## config.mk

```make
export PLATFORM = sky130hd
export DESIGN_NAME = led_strip_spi_frame_encoder_top
export DESIGN_NICKNAME = d
export VERILOG_FILES = /design/src/rtl/core/lsf_pkg.sv /design/src/rtl/core/lsf_ram.sv /design/src/rtl/core/lsf_encoder.sv /design/src/rtl/core/led_strip_spi_frame_encoder_top.sv
export SDC_FILE = /design/constraint.sdc
export NUM_CORES = 2
export LEC_CHECK = 0
export BUFFER_PORTS_ARGS = -buffer_cell sky130_fd_sc_hd__buf_2
export CORE_MARGIN = 2
export CORE_UTILIZATION = 50
export DETAILED_ROUTE_END_ITERATION = 8
export GPL_TIMING_DRIVEN = 0
export PLACE_DENSITY = 0.7
export SLEW_MARGIN = 25
export SYNTH_ARGS = -nofsm -noshare
export SYNTH_HDL_FRONTEND = slang
export SYNTH_HIERARCHICAL = 1
export SYNTH_SLANG_ARGS = --single-unit
```

## constraint.sdc

```tcl
create_clock -name clk -period 10.7 [get_ports clk]
set_clock_uncertainty 0.15 [all_clocks]
set_input_delay 1.07 -clock clk [delete_from_list [all_inputs] [get_ports clk]]
set_output_delay 1.07 -clock clk [all_outputs]
set_load 0.01 [all_outputs]
```

## src/rtl/core/lsf_pkg.sv

```systemverilog
// Shared types, request codes and bit encoding for the LED strip SPI frame encoder.
package lsf_pkg;

  // Request codes
  localparam logic [1:0] REQ_SET_ONE = 2'd0;
  localparam logic [1:0] REQ_SET_ALL = 2'd1;
  localparam logic [1:0] REQ_SHOW    = 2'd2;
  localparam logic [1:0] REQ_TICK    = 2'd3;

  // Line symbols for one data bit
  localparam logic [2:0] SYM_ONE  = 3'b110;
  localparam logic [2:0] SYM_ZERO = 3'b100;

  localparam logic [7:0] BRIGHT_RESET = 8'd255;
  localparam logic [7:0] LATCH_BYTE   = 8'h00;

  typedef struct packed {
    logic [1:0]  req_type;
    logic [11:0] pixel_index;
    logic [7:0]  red;
    logic [7:0]  green;
    logic [7:0]  blue;
  } lsf_req_t;

  typedef struct packed {
    logic [7:0] spi_byte;
    logic       frame_last;
  } lsf_res_t;

  // Expand each data bit, MSB first, into a three-bit symbol
  function automatic logic [23:0] encode_byte(input logic [7:0] v);
    logic [23:0] w;
    w = '0;
    for (int b = 7; b >= 0; b--) begin
      w = {w[20:0], (v[b] ? SYM_ONE : SYM_ZERO)};
    end
    return w;
  endfunction

endpackage

```

## src/rtl/core/lsf_ram.sv

```systemverilog
// Generic single-write, single-read RAM with registered read data.
module lsf_ram #(
  parameter int WIDTH = 24,
  parameter int DEPTH = 64
) (
  input  logic                                   clk,
  input  logic                                   we,
  input  logic [(DEPTH > 1 ? $clog2(DEPTH) : 1)-1:0] waddr,
  input  logic [WIDTH-1:0]                       wdata,
  input  logic [(DEPTH > 1 ? $clog2(DEPTH) : 1)-1:0] raddr,
  output logic [WIDTH-1:0]                       rdata
);

  logic [WIDTH-1:0] mem [DEPTH];

  // Write on enable, register the read
  always_ff @(posedge clk) begin
    if (we) begin
      mem[waddr] <= wdata;
    end
    rdata <= mem[raddr];
  end

endmodule

```

## src/rtl/core/lsf_encoder.sv

```systemverilog
// Colour scaler and bit encoder: registered multiply, then divide by 255 and expand.
module lsf_encoder
  import lsf_pkg::*;
(
  input  logic        clk,
  input  logic [7:0]  colour,
  input  logic [7:0]  brightness,
  output logic [23:0] word
);

  logic [15:0] product;
  logic [16:0] quot_sum;
  logic [7:0]  scaled;

  // Register the product
  always_ff @(posedge clk) begin
    product <= colour * brightness;
  end

  // Divide by 255: exact for products up to 255*255
  assign quot_sum = 17'(product) + 17'd1 + 17'(product[15:8]);
  assign scaled   = quot_sum[15:8];
  assign word     = encode_byte(scaled);

endmodule

```

## src/rtl/core/led_strip_spi_frame_encoder_top.sv

```systemverilog
// Top level: frame store, command sequencer and SPI byte output.
//
//   channel  handshake            payload      direction
//   req      start / busy         lsf_req_t    in
//   res      res_valid (strobe)   lsf_res_t    out
//   cfg      cfg_valid/cfg_ready  cfg_data[7:0] in (brightness)
//
// After reset a clearing pass writes zero to every pixel, with busy high.
// Set-all is accepted, then writes one pixel per cycle with busy high. A tick
// on the first byte of a colour steps through acceptance, multiply, then
// divide and encode; the result strobe comes in the cycle after that. Other
// ticks, set-one and show finish at acceptance; a tick's result strobes the
// cycle after its acceptance. The receiver cannot stall; results are never held.
module led_strip_spi_frame_encoder_top
  import lsf_pkg::*;
#(
  parameter int STRIP_LENGTH = 64,
  parameter int LATCH_BYTES  = 100
) (
  input  logic       clk,
  input  logic       rst,
  input  logic       start,
  output logic       busy,
  input  lsf_req_t   req,
  output logic       res_valid,
  output lsf_res_t   res,
  input  logic       cfg_valid,
  output logic       cfg_ready,
  input  logic [7:0] cfg_data
);

  localparam int AW = (STRIP_LENGTH > 1) ? $clog2(STRIP_LENGTH) : 1;
  localparam int LW = (LATCH_BYTES > 1) ? $clog2(LATCH_BYTES) : 1;
  localparam logic [AW-1:0] PIX_LAST   = AW'(STRIP_LENGTH - 1);
  localparam logic [LW-1:0] LATCH_LAST = LW'(LATCH_BYTES - 1);
  localparam logic [12:0]   STRIP_LEN  = 13'(STRIP_LENGTH);

  typedef enum logic [2:0] {
    ST_CLEAR,
    ST_IDLE,
    ST_FILL,
    ST_READ,
    ST_EMIT
  } state_t;

  state_t        state;
  logic [7:0]    brightness;
  logic          sending;
  logic          in_latch;
  logic [AW-1:0] pixel_counter;
  logic [1:0]    colour_phase;
  logic [1:0]    byte_phase;
  logic [LW-1:0] latch_counter;
  logic [AW-1:0] fill_addr;
  logic [23:0]   fill_colour;
  logic [23:0]   encoded_word;

  logic          accept;
  logic          set_one_hit;
  logic          mem_we;
  logic [AW-1:0] mem_waddr;
  logic [23:0]   mem_wdata;
  logic [23:0]   mem_rdata;
  logic [7:0]    colour_sel;
  logic [23:0]   enc_word;
  logic          pix_wrap;

  assign busy      = (state != ST_IDLE);
  assign cfg_ready = 1'b1;
  assign accept    = start && !busy;

  assign set_one_hit = accept && !sending && (req.req_type == REQ_SET_ONE) &&
                       ({1'b0, req.pixel_index} < STRIP_LEN);

  // Store write port: clearing pass, set-all sweep, or one pixel
  always_comb begin
    mem_we    = 1'b0;
    mem_waddr = fill_addr;
    mem_wdata = '0;
    if (state == ST_CLEAR) begin
      mem_we = 1'b1;
    end else if (state == ST_FILL) begin
      mem_we    = 1'b1;
      mem_wdata = fill_colour;
    end else if (set_one_hit) begin
      mem_we    = 1'b1;
      mem_waddr = req.pixel_index[AW-1:0];
      mem_wdata = {req.red, req.green, req.blue};
    end
  end

  lsf_ram #(
    .WIDTH(24),
    .DEPTH(STRIP_LENGTH)
  ) u_store (
    .clk   (clk),
    .we    (mem_we),
    .waddr (mem_waddr),
    .wdata (mem_wdata),
    .raddr (pixel_counter),
    .rdata (mem_rdata)
  );

  // Pick the colour for this phase: green, red, blue
  always_comb begin
    case (colour_phase)
      2'd0:    colour_sel = mem_rdata[15:8];
      2'd1:    colour_sel = mem_rdata[23:16];
      default: colour_sel = mem_rdata[7:0];
    endcase
  end

  lsf_encoder u_encoder (
    .clk        (clk),
    .colour     (colour_sel),
    .brightness (brightness),
    .word       (enc_word)
  );

  assign pix_wrap = (byte_phase == 2'd2) && (colour_phase == 2'd2) &&
                    (pixel_counter == PIX_LAST);

  // Hold brightness
  always_ff @(posedge clk) begin
    if (rst) begin
      brightness <= BRIGHT_RESET;
    end else if (cfg_valid && cfg_ready) begin
      brightness <= cfg_data;
    end
  end

  // Sequencer, frame counters and result register
  always_ff @(posedge clk) begin
    if (rst) begin
      state         <= ST_CLEAR;
      sending       <= 1'b0;
      in_latch      <= 1'b0;
      pixel_counter <= '0;
      colour_phase  <= '0;
      byte_phase    <= '0;
      latch_counter <= '0;
      fill_addr     <= '0;
      res_valid     <= 1'b0;
    end else begin
      res_valid <= 1'b0;
      case (state)
        ST_CLEAR, ST_FILL: begin
          if (fill_addr == PIX_LAST) begin
            fill_addr <= '0;
            state     <= ST_IDLE;
          end else begin
            fill_addr <= fill_addr + AW'(1);
          end
        end
        ST_IDLE: begin
          if (accept) begin
            if (req.req_type != REQ_TICK) begin
              if (!sending) begin
                if (req.req_type == REQ_SET_ALL) begin
                  fill_colour <= {req.red, req.green, req.blue};
                  fill_addr   <= '0;
                  state       <= ST_FILL;
                end else if (req.req_type == REQ_SHOW) begin
                  sending       <= 1'b1;
                  in_latch      <= 1'b0;
                  pixel_counter <= '0;
                  colour_phase  <= '0;
                  byte_phase    <= '0;
                  latch_counter <= '0;
                end
              end
            end else if (sending) begin
              if (in_latch) begin
                // Emit a latch byte
                res_valid      <= 1'b1;
                res.spi_byte   <= LATCH_BYTE;
                res.frame_last <= (latch_counter == LATCH_LAST);
                if (latch_counter == LATCH_LAST) begin
                  latch_counter <= '0;
                  in_latch      <= 1'b0;
                  sending       <= 1'b0;
                end else begin
                  latch_counter <= latch_counter + LW'(1);
                end
              end else if (byte_phase == 2'd0) begin
                state <= ST_READ;
              end else begin
                // Emit a later byte of the held word
                res_valid      <= 1'b1;
                res.spi_byte   <= (byte_phase == 2'd1) ? encoded_word[15:8]
                                                       : encoded_word[7:0];
                res.frame_last <= 1'b0;
                if (byte_phase == 2'd2) begin
                  byte_phase <= 2'd0;
                  if (colour_phase == 2'd2) begin
                    colour_phase <= 2'd0;
                    if (pix_wrap) begin
                      pixel_counter <= '0;
                      in_latch      <= 1'b1;
                      latch_counter <= '0;
                    end else begin
                      pixel_counter <= pixel_counter + AW'(1);
                    end
                  end else begin
                    colour_phase <= colour_phase + 2'd1;
                  end
                end else begin
                  byte_phase <= byte_phase + 2'd1;
                end
              end
            end
          end
        end
        ST_READ: begin
          state <= ST_EMIT;
        end
        ST_EMIT: begin
          // Emit the first byte of a freshly encoded colour
          encoded_word   <= enc_word;
          res_valid      <= 1'b1;
          res.spi_byte   <= enc_word[23:16];
          res.frame_last <= 1'b0;
          byte_phase     <= 2'd1;
          state          <= ST_IDLE;
        end
        default: begin
          state <= ST_IDLE;
        end
      endcase
    end
  end

endmodule
```

# --- Word level (Yosys, flattened, before mapping) ---
# Memories as Yosys holds them, arrays and structs flattened. A register that Yosys moved wholly into a read port is not among the register bits.
# Cells that the tools add are included.
op_classes:
  mux: 102
  n_mul: 1
  reduce_logical: 33
  eq_ne: 36
  add_sub_neg: 7
  bitwise_logic: 2
  order_cmp: 1
op_table:
  columns: ["cell", "n"]
  rows:
  - ["$mux W6", 18]
  - ["$mux W7", 11]
  - ["$mux W24", 3]
  - ["$mux W2", 23]
  - ["$mux W9", 5]
  - ["$ne A3 B3 Y1 const B", 10]
  - ["$mux W1", 27]
  - ["$mux W3", 8]
  - ["$ne A2 B2 Y1 const B", 11]
  - ["$reduce_and A10 Y1", 2]
  - ["$pmux W9 S2", 1]
  - ["$reduce_and A6 Y1", 3]
  - ["$add A16 B1 Y16 const B", 1]
  - ["$add A16 B8 Y16", 1]
  - ["$mul A8 B8 Y16", 1]
  - ["$pmux W8 S2", 1]
  - ["$add A6 B1 Y6 const B", 2]
  - ["$eq A6 B6 Y1 const B", 2]
  - ["$lt A12 B7 Y1 const B", 1]
  - ["$pmux W6 S2", 1]
  - ["$reduce_bool A2 Y1", 6]
  - ["$pmux W3 S3", 1]
  - ["$reduce_and A9 Y1", 1]
  - ["$reduce_bool A3 Y1", 3]
  - ["other kinds (23)", 39]
totals:
  in_bits: 50
  memories: 1
  ff_bits: 102
  mem_bits_rw: 1536
  out_inout_bits: 12
mem_list:
  columns: ["name", "depth", "width", "read_ports", "rd_clocked_by_memory_dff", "write_ports", "line", "rtl"]
  rows:
  - ["u_store.mem", 64, 24, 1, 1, 1, "lsf_ram.sv:14", "logic [WIDTH-1:0] mem [DEPTH];"]

# --- Longest topological paths before layout ---
logic_depth:
  ltp_word: 11
  depth_mapped: 19
  mapped_depth_nobuf: 17

# --- By module ---
# The synthesis kept the hierarchy.
by_module_without_submodules:
  columns: ["module", "instances", "seq_area_each_um2", "area_each_um2", "cells_per_inst"]
  rows:
  - ["lsf_ram", 1, 46604.7, 59330.7, 2611]
  - ["led_strip_spi_frame_encoder_top", 1, 2212.1, 4197.8, 393]
  - ["lsf_encoder", 1, 320.3, 2825.2, 309]

# --- Worst setup path before layout ---
# OpenSTA, ideal clock, no wires.
synth_path:
  path_kind: "input to register"
  startpoint: "in req[36] (netlist bit)"
  endpoint: "mem u_store.mem[10][0], enable pin"
  setup_time_ps: 405
  stages: 9
  t_arrival_ps: 4531
  setup_slack_ps: 5615
  path_cell_list: "or4_1 > nor4_2 > buf_4 > mux2_1 > clkbuf_1 > or3b_2 > or2_2 > clkbuf_1 > nor2_1"
synth_between:
  word_cells_on_any_way: 11
  cone_classes: "mux: 8; reduce/logical: 3"
synth_rtl:
  columns: ["item", "line", "rtl"]
  rows:
  - ["from (decl)", "led_strip_spi_frame_encoder_top.sv:24", "input lsf_req_t req,"]
  - ["$logic_not A2 Y1", "led_strip_spi_frame_encoder_top.sv:72", "assign set_one_hit = accept && !sending && (req.req_type == REQ_SET_ONE) &&"]
  - ["$logic_and A1 B1 Y1 (2 in series)", "led_strip_spi_frame_encoder_top.sv:72", null]
  - ["$mux W6", "led_strip_spi_frame_encoder_top.sv:85", "end else if (set_one_hit) begin"]
  - ["$mux W6", "led_strip_spi_frame_encoder_top.sv:82", "end else if (state == ST_FILL) begin"]
  - ["$mux W6", "led_strip_spi_frame_encoder_top.sv:80", "if (state == ST_CLEAR) begin"]
  - ["net mem_waddr[2]", "led_strip_spi_frame_encoder_top.sv:61", "logic [AW-1:0] mem_waddr;"]
  - ["to (decl)", "lsf_ram.sv:14", null]
# The timed path passes the listed nets, and every way through them passes these cells.

# --- Final worst setup path ---
layout_path:
  startpoint: "reg colour_phase[0]"
  endpoint: "reg u_encoder.product[14]"
layout_between:
  elab_chain_cells: 3
  word_cells_on_any_way: 4
  cone_classes: "mul: 1; eq/ne: 1; mux: 1; reduce/logical: 1"
layout_lines:
  columns: ["item", "line", "rtl"]
  rows:
  - ["from (decl)", "led_strip_spi_frame_encoder_top.sv:51", "logic [1:0] colour_phase;"]
  - ["from (signal assigned)", "led_strip_spi_frame_encoder_top.sv:205", "colour_phase <= colour_phase + 2'd1;"]
  - ["$eq A2 B1 Y1 / $logic_not A2 Y1 (equally long branches)", "led_strip_spi_frame_encoder_top.sv:106", "case (colour_phase)"]
  - ["$pmux W8 S2 (*)", "led_strip_spi_frame_encoder_top.sv:106", null]
  - ["net colour_sel[1]", "led_strip_spi_frame_encoder_top.sv:64", "logic [7:0] colour_sel;"]
  - ["$mul A8 B8 Y16 (*)", "lsf_encoder.sv:17", "product <= colour * brightness;"]
  - ["to (signal assigned)", "lsf_encoder.sv:17", null]
  - ["to (decl)", "lsf_encoder.sv:11", "logic [15:0] product;"]
# Mark *: on every way through the listed nets, which the timed path passes. The rest lies on a longest branch.
# A chain may end at the register's enable or synchronous reset.

==> flow_summary.ini <==
[timing]
worst_pin_slew_ns = 1.141
tns_ns = 0
period_needed_ns = 6.146
report.final.slew_viol_count = 0
rsz0062_at_grt = false
hold_viol = 0
setup_viol = 0
max-slew-margin-rel_pct = 23.58
fin_crit_sh_pct = 57.44
fmax_mhz = 162.7

[cts]
ctsHoldBuffers = 0
ctsResizeCount = 0
clk_pin_slew_ns = 0.07
cts_tree = done
clk_latency_ns = 0.81
numCtsBuffers = 159
clkSinkCount = 1662
cts_buffer_depth = 3
h-tree-depth = 4
cts_setup_buffers = 0
root_buffer = clkbuf_16

[drt]
wire_per_inst_um = 31.33
drt_first_iter_violations = 5412
avgViaCountPerCell = 6.387
firstDrtPassIters = 9
routed_wl_um = 173300
vias = 35330
drc = 0
drt.antenna.violating_nets = 0

[power_and_ir_drop]
combinationalPowerShare_pct = 6.5
netSwitchingFraction_pct = 21.69
clock_power_share_pct = 40.3
seq_power_share_pct = 53.3
finalPower_mw = 13.42
internal_power_mw = 10.51
power.switching_mw = 2.909
powerDensity_mw_per_mm2 = 174.5
p_leak_nw = 23.03
ir_drop_mv = 0.1657

[synth]
async_reset_ff_share_pct = 0
yosysUniqueCellTypes = 80
yosysSeqAreaShare_pct = 74.05
ys_seq_elements = 1662
synth_edf_count = 1585
synth_xor_xnor_area_share_pct = 0.2244
synth.area.mux_share_pct = 14.80
synth_flop_cell = edfxtp_1
avgSynthCellArea_um2 = 20.03
synth-simple-area-share_pct = 3.405
postSynthCellCount = 3313
synth_compound_area_share_pct = 3.566
synthAdderAreaFrac_pct = 1.954
yosysWarnings = 6
synth.cell_area_mm2 = 0.06635
synth_top_family_by_area = multiplexers

[die]
start_util_pct = 50.41
fp.dieH_um = 368.3
dieArea_mm2 = 0.1356
ios = 62
die_x_um = 368.3
coreArea_mm2 = 0.1316
rows = 133

[grt]
grt_overflow_total = 0
grt_pass1_vias = 34580
gr-usage-all-layers_pct = 25.70
antenna_found_initial = 7
grt_pass1_wl_um = 247600
grt_max_degree = 65

[critical_path]
startpoint_type = register
critPathBufInv = 4
ff2ff_setup_slack_ns = 4.55
criticalPathCategory = reg2reg
cp-end-kind = register
critPathSlowestCell = o21ai_1
crit_family = adder cells
worstPathCellList = buf_1 > mux2i_1 > o21ai_1 > nand2_1 > fa_1 > fa_1 > inv_1 > fa_1 > inv_1 > fa_1 > inv_1 > ha_1 > and3_1 > a31o_1 > a21oi_2 > nor4b_1 > or3_1
required_ns = 11.20
worstPathArrival_ns = 6.65
crit_path_max_incr_delay_ns = 0.72
critPathMaxFanout = 10
path_common_cell = fa_1

[final_layout]
layout-drive-gt1-share_pct = 26.44
nFillCells = 9251
multi_input_area_mm2 = 0.01665
final_util_pct = 58.40
nets = 3778
area_growth_pct = 15.85
regArea_mm2 = 0.04914
fin_cells = 5531

[run_status]
status = finished clean

[flow_run]
cap_violations = 0

[placement]
portBuffers = 58
gp_congestion = 1.023
dpl.cell_count = 5240
hpwl_um = 116400

[worst_hold_path]
hp-class = in2reg
Yosys cell counts, drive strengths merged (42+ instances only):
| library cell | n | area [µm²] |
|---|---|---|
| a221oi | 51 | 446.7 |
| mux4 | 356 | 8018 |
| o22ai | 43 | 269.0 |
| and2 | 57 | 356.6 |
| buf | 122 | 823.3 |
| inv | 61 | 229.0 |
| clkbuf | 67 | 251.5 |
| nand3 | 42 | 210.2 |
| o21ai | 48 | 240.2 |
| edfxtp | 1585 | 47600 |
| nor2 | 119 | 446.7 |
| dfxtp | 77 | 1541 |
| ha | 46 | 575.6 |
| mux2 | 43 | 484.2 |
| nand2 | 104 | 390.4 |
| mux2i | 132 | 1321 |
| a22oi | 49 | 367.9 |
flip-flops by register name, indices dropped and copies added (netlist names), 2 cells and up:
name	flops
u_store/mem	1536
fill_colour	24
u_store/rdata	24
encoded_word	16
u_encoder/product	16
res	9
brightness	8
latch_counter	7
fill_addr	6
pixel_counter	6
state	3
byte_phase	2
colour_phase	2
worst register-to-register path: stages, from the launching register on:
cell     delay (ns)
dfxtp_1        0.57
buf_1          0.70
mux2i_1        0.23
o21ai_1        0.72
nand2_1        0.18
fa_1           0.52
fa_1           0.49
inv_1          0.05
fa_1           0.47
inv_1          0.05
fa_1           0.47
inv_1          0.04
ha_1           0.35
and3_1         0.18
a31o_1         0.22
a21oi_2        0.19
nor4b_1        0.07
or3_1          0.36
worst paths after layout:
kind	to	cells past startpoint	from
setup / recovery	u_encoder/product[14]	17	colour_phase[0]
hold reg to reg	latch_counter[1]	2	latch_counter[1]
hold / removal	fill_colour[6]	1	req[6]
setup reg to reg	u_encoder/product[14]	17	colour_phase[0]
logic make-up (layout without fill, tap and decap cells):
| logic type | Yosys count | in the layout |
|---|---|---|
| mux | 531 | 531 |
| flops | 1662 | 1662 |
| simple gates | 437 | 437 |
| buf+inv | 252 | 699 |
| other cells | 3 | 19 |
| compound gates | 329 | 329 |
| xor+xnor | 17 | 17 |
| fa+ha+maj | 82 | 82 |
per-stage QoR:
stage               hold WS [ns]  instance area [µm²]  setup WS (ns)
floorplan                 0.3184                66410          5.615
global placement          0.3551                68890          2.937
detailed placement        0.3657                71890          4.606
CTS                       0.2706                76860          4.576
global route              0.2874                76870          4.262
finish                    0.3202                76870          4.554
metal layers:
metal | track usage [%] | routed length [µm]
met4 | 10.86 | 7731
met3 | 6.682 | 20450
met1 | 35.32 | 65150
met2 | 39.26 | 79970
met5 | 0.07123 | 0
layout by cell type (no fill, tap or decap), types with 57 or more instances in the layout:
cell type,instances
mux2i_1,132
and2_1,57
inv_1,60
nor2_4,74
mux4_2,356
edfxtp_1,1585
clkbuf_16,162
nand2_1,104
dfxtp_1,77
buf_2,107
clkbuf_1,99
power by group through the flow:
stage	Sequential [mW]	Clock, mW	Combinational [mW]
floorplan	7.27	0	0.648
global placement	7.29	0	0.823
detailed placement	7.29	0	0.866
CTS	7.15	5.47	0.874
global route	7.15	5.72	0.992
finish	7.15	5.40	0.867
area by class of cell:
class	count	area share (%)
clock inverters	91	0.9798
repair buffers	158	3.385
well taps	1755	2.856
multi-input cells	1413	21.66
plain buffers	189	1.400
diodes	2	0.006511
flip-flops and latches	1662	63.92
inverters	63	0.3076
clock buffers	198	5.488
Power figures use the tool's default switching activity.
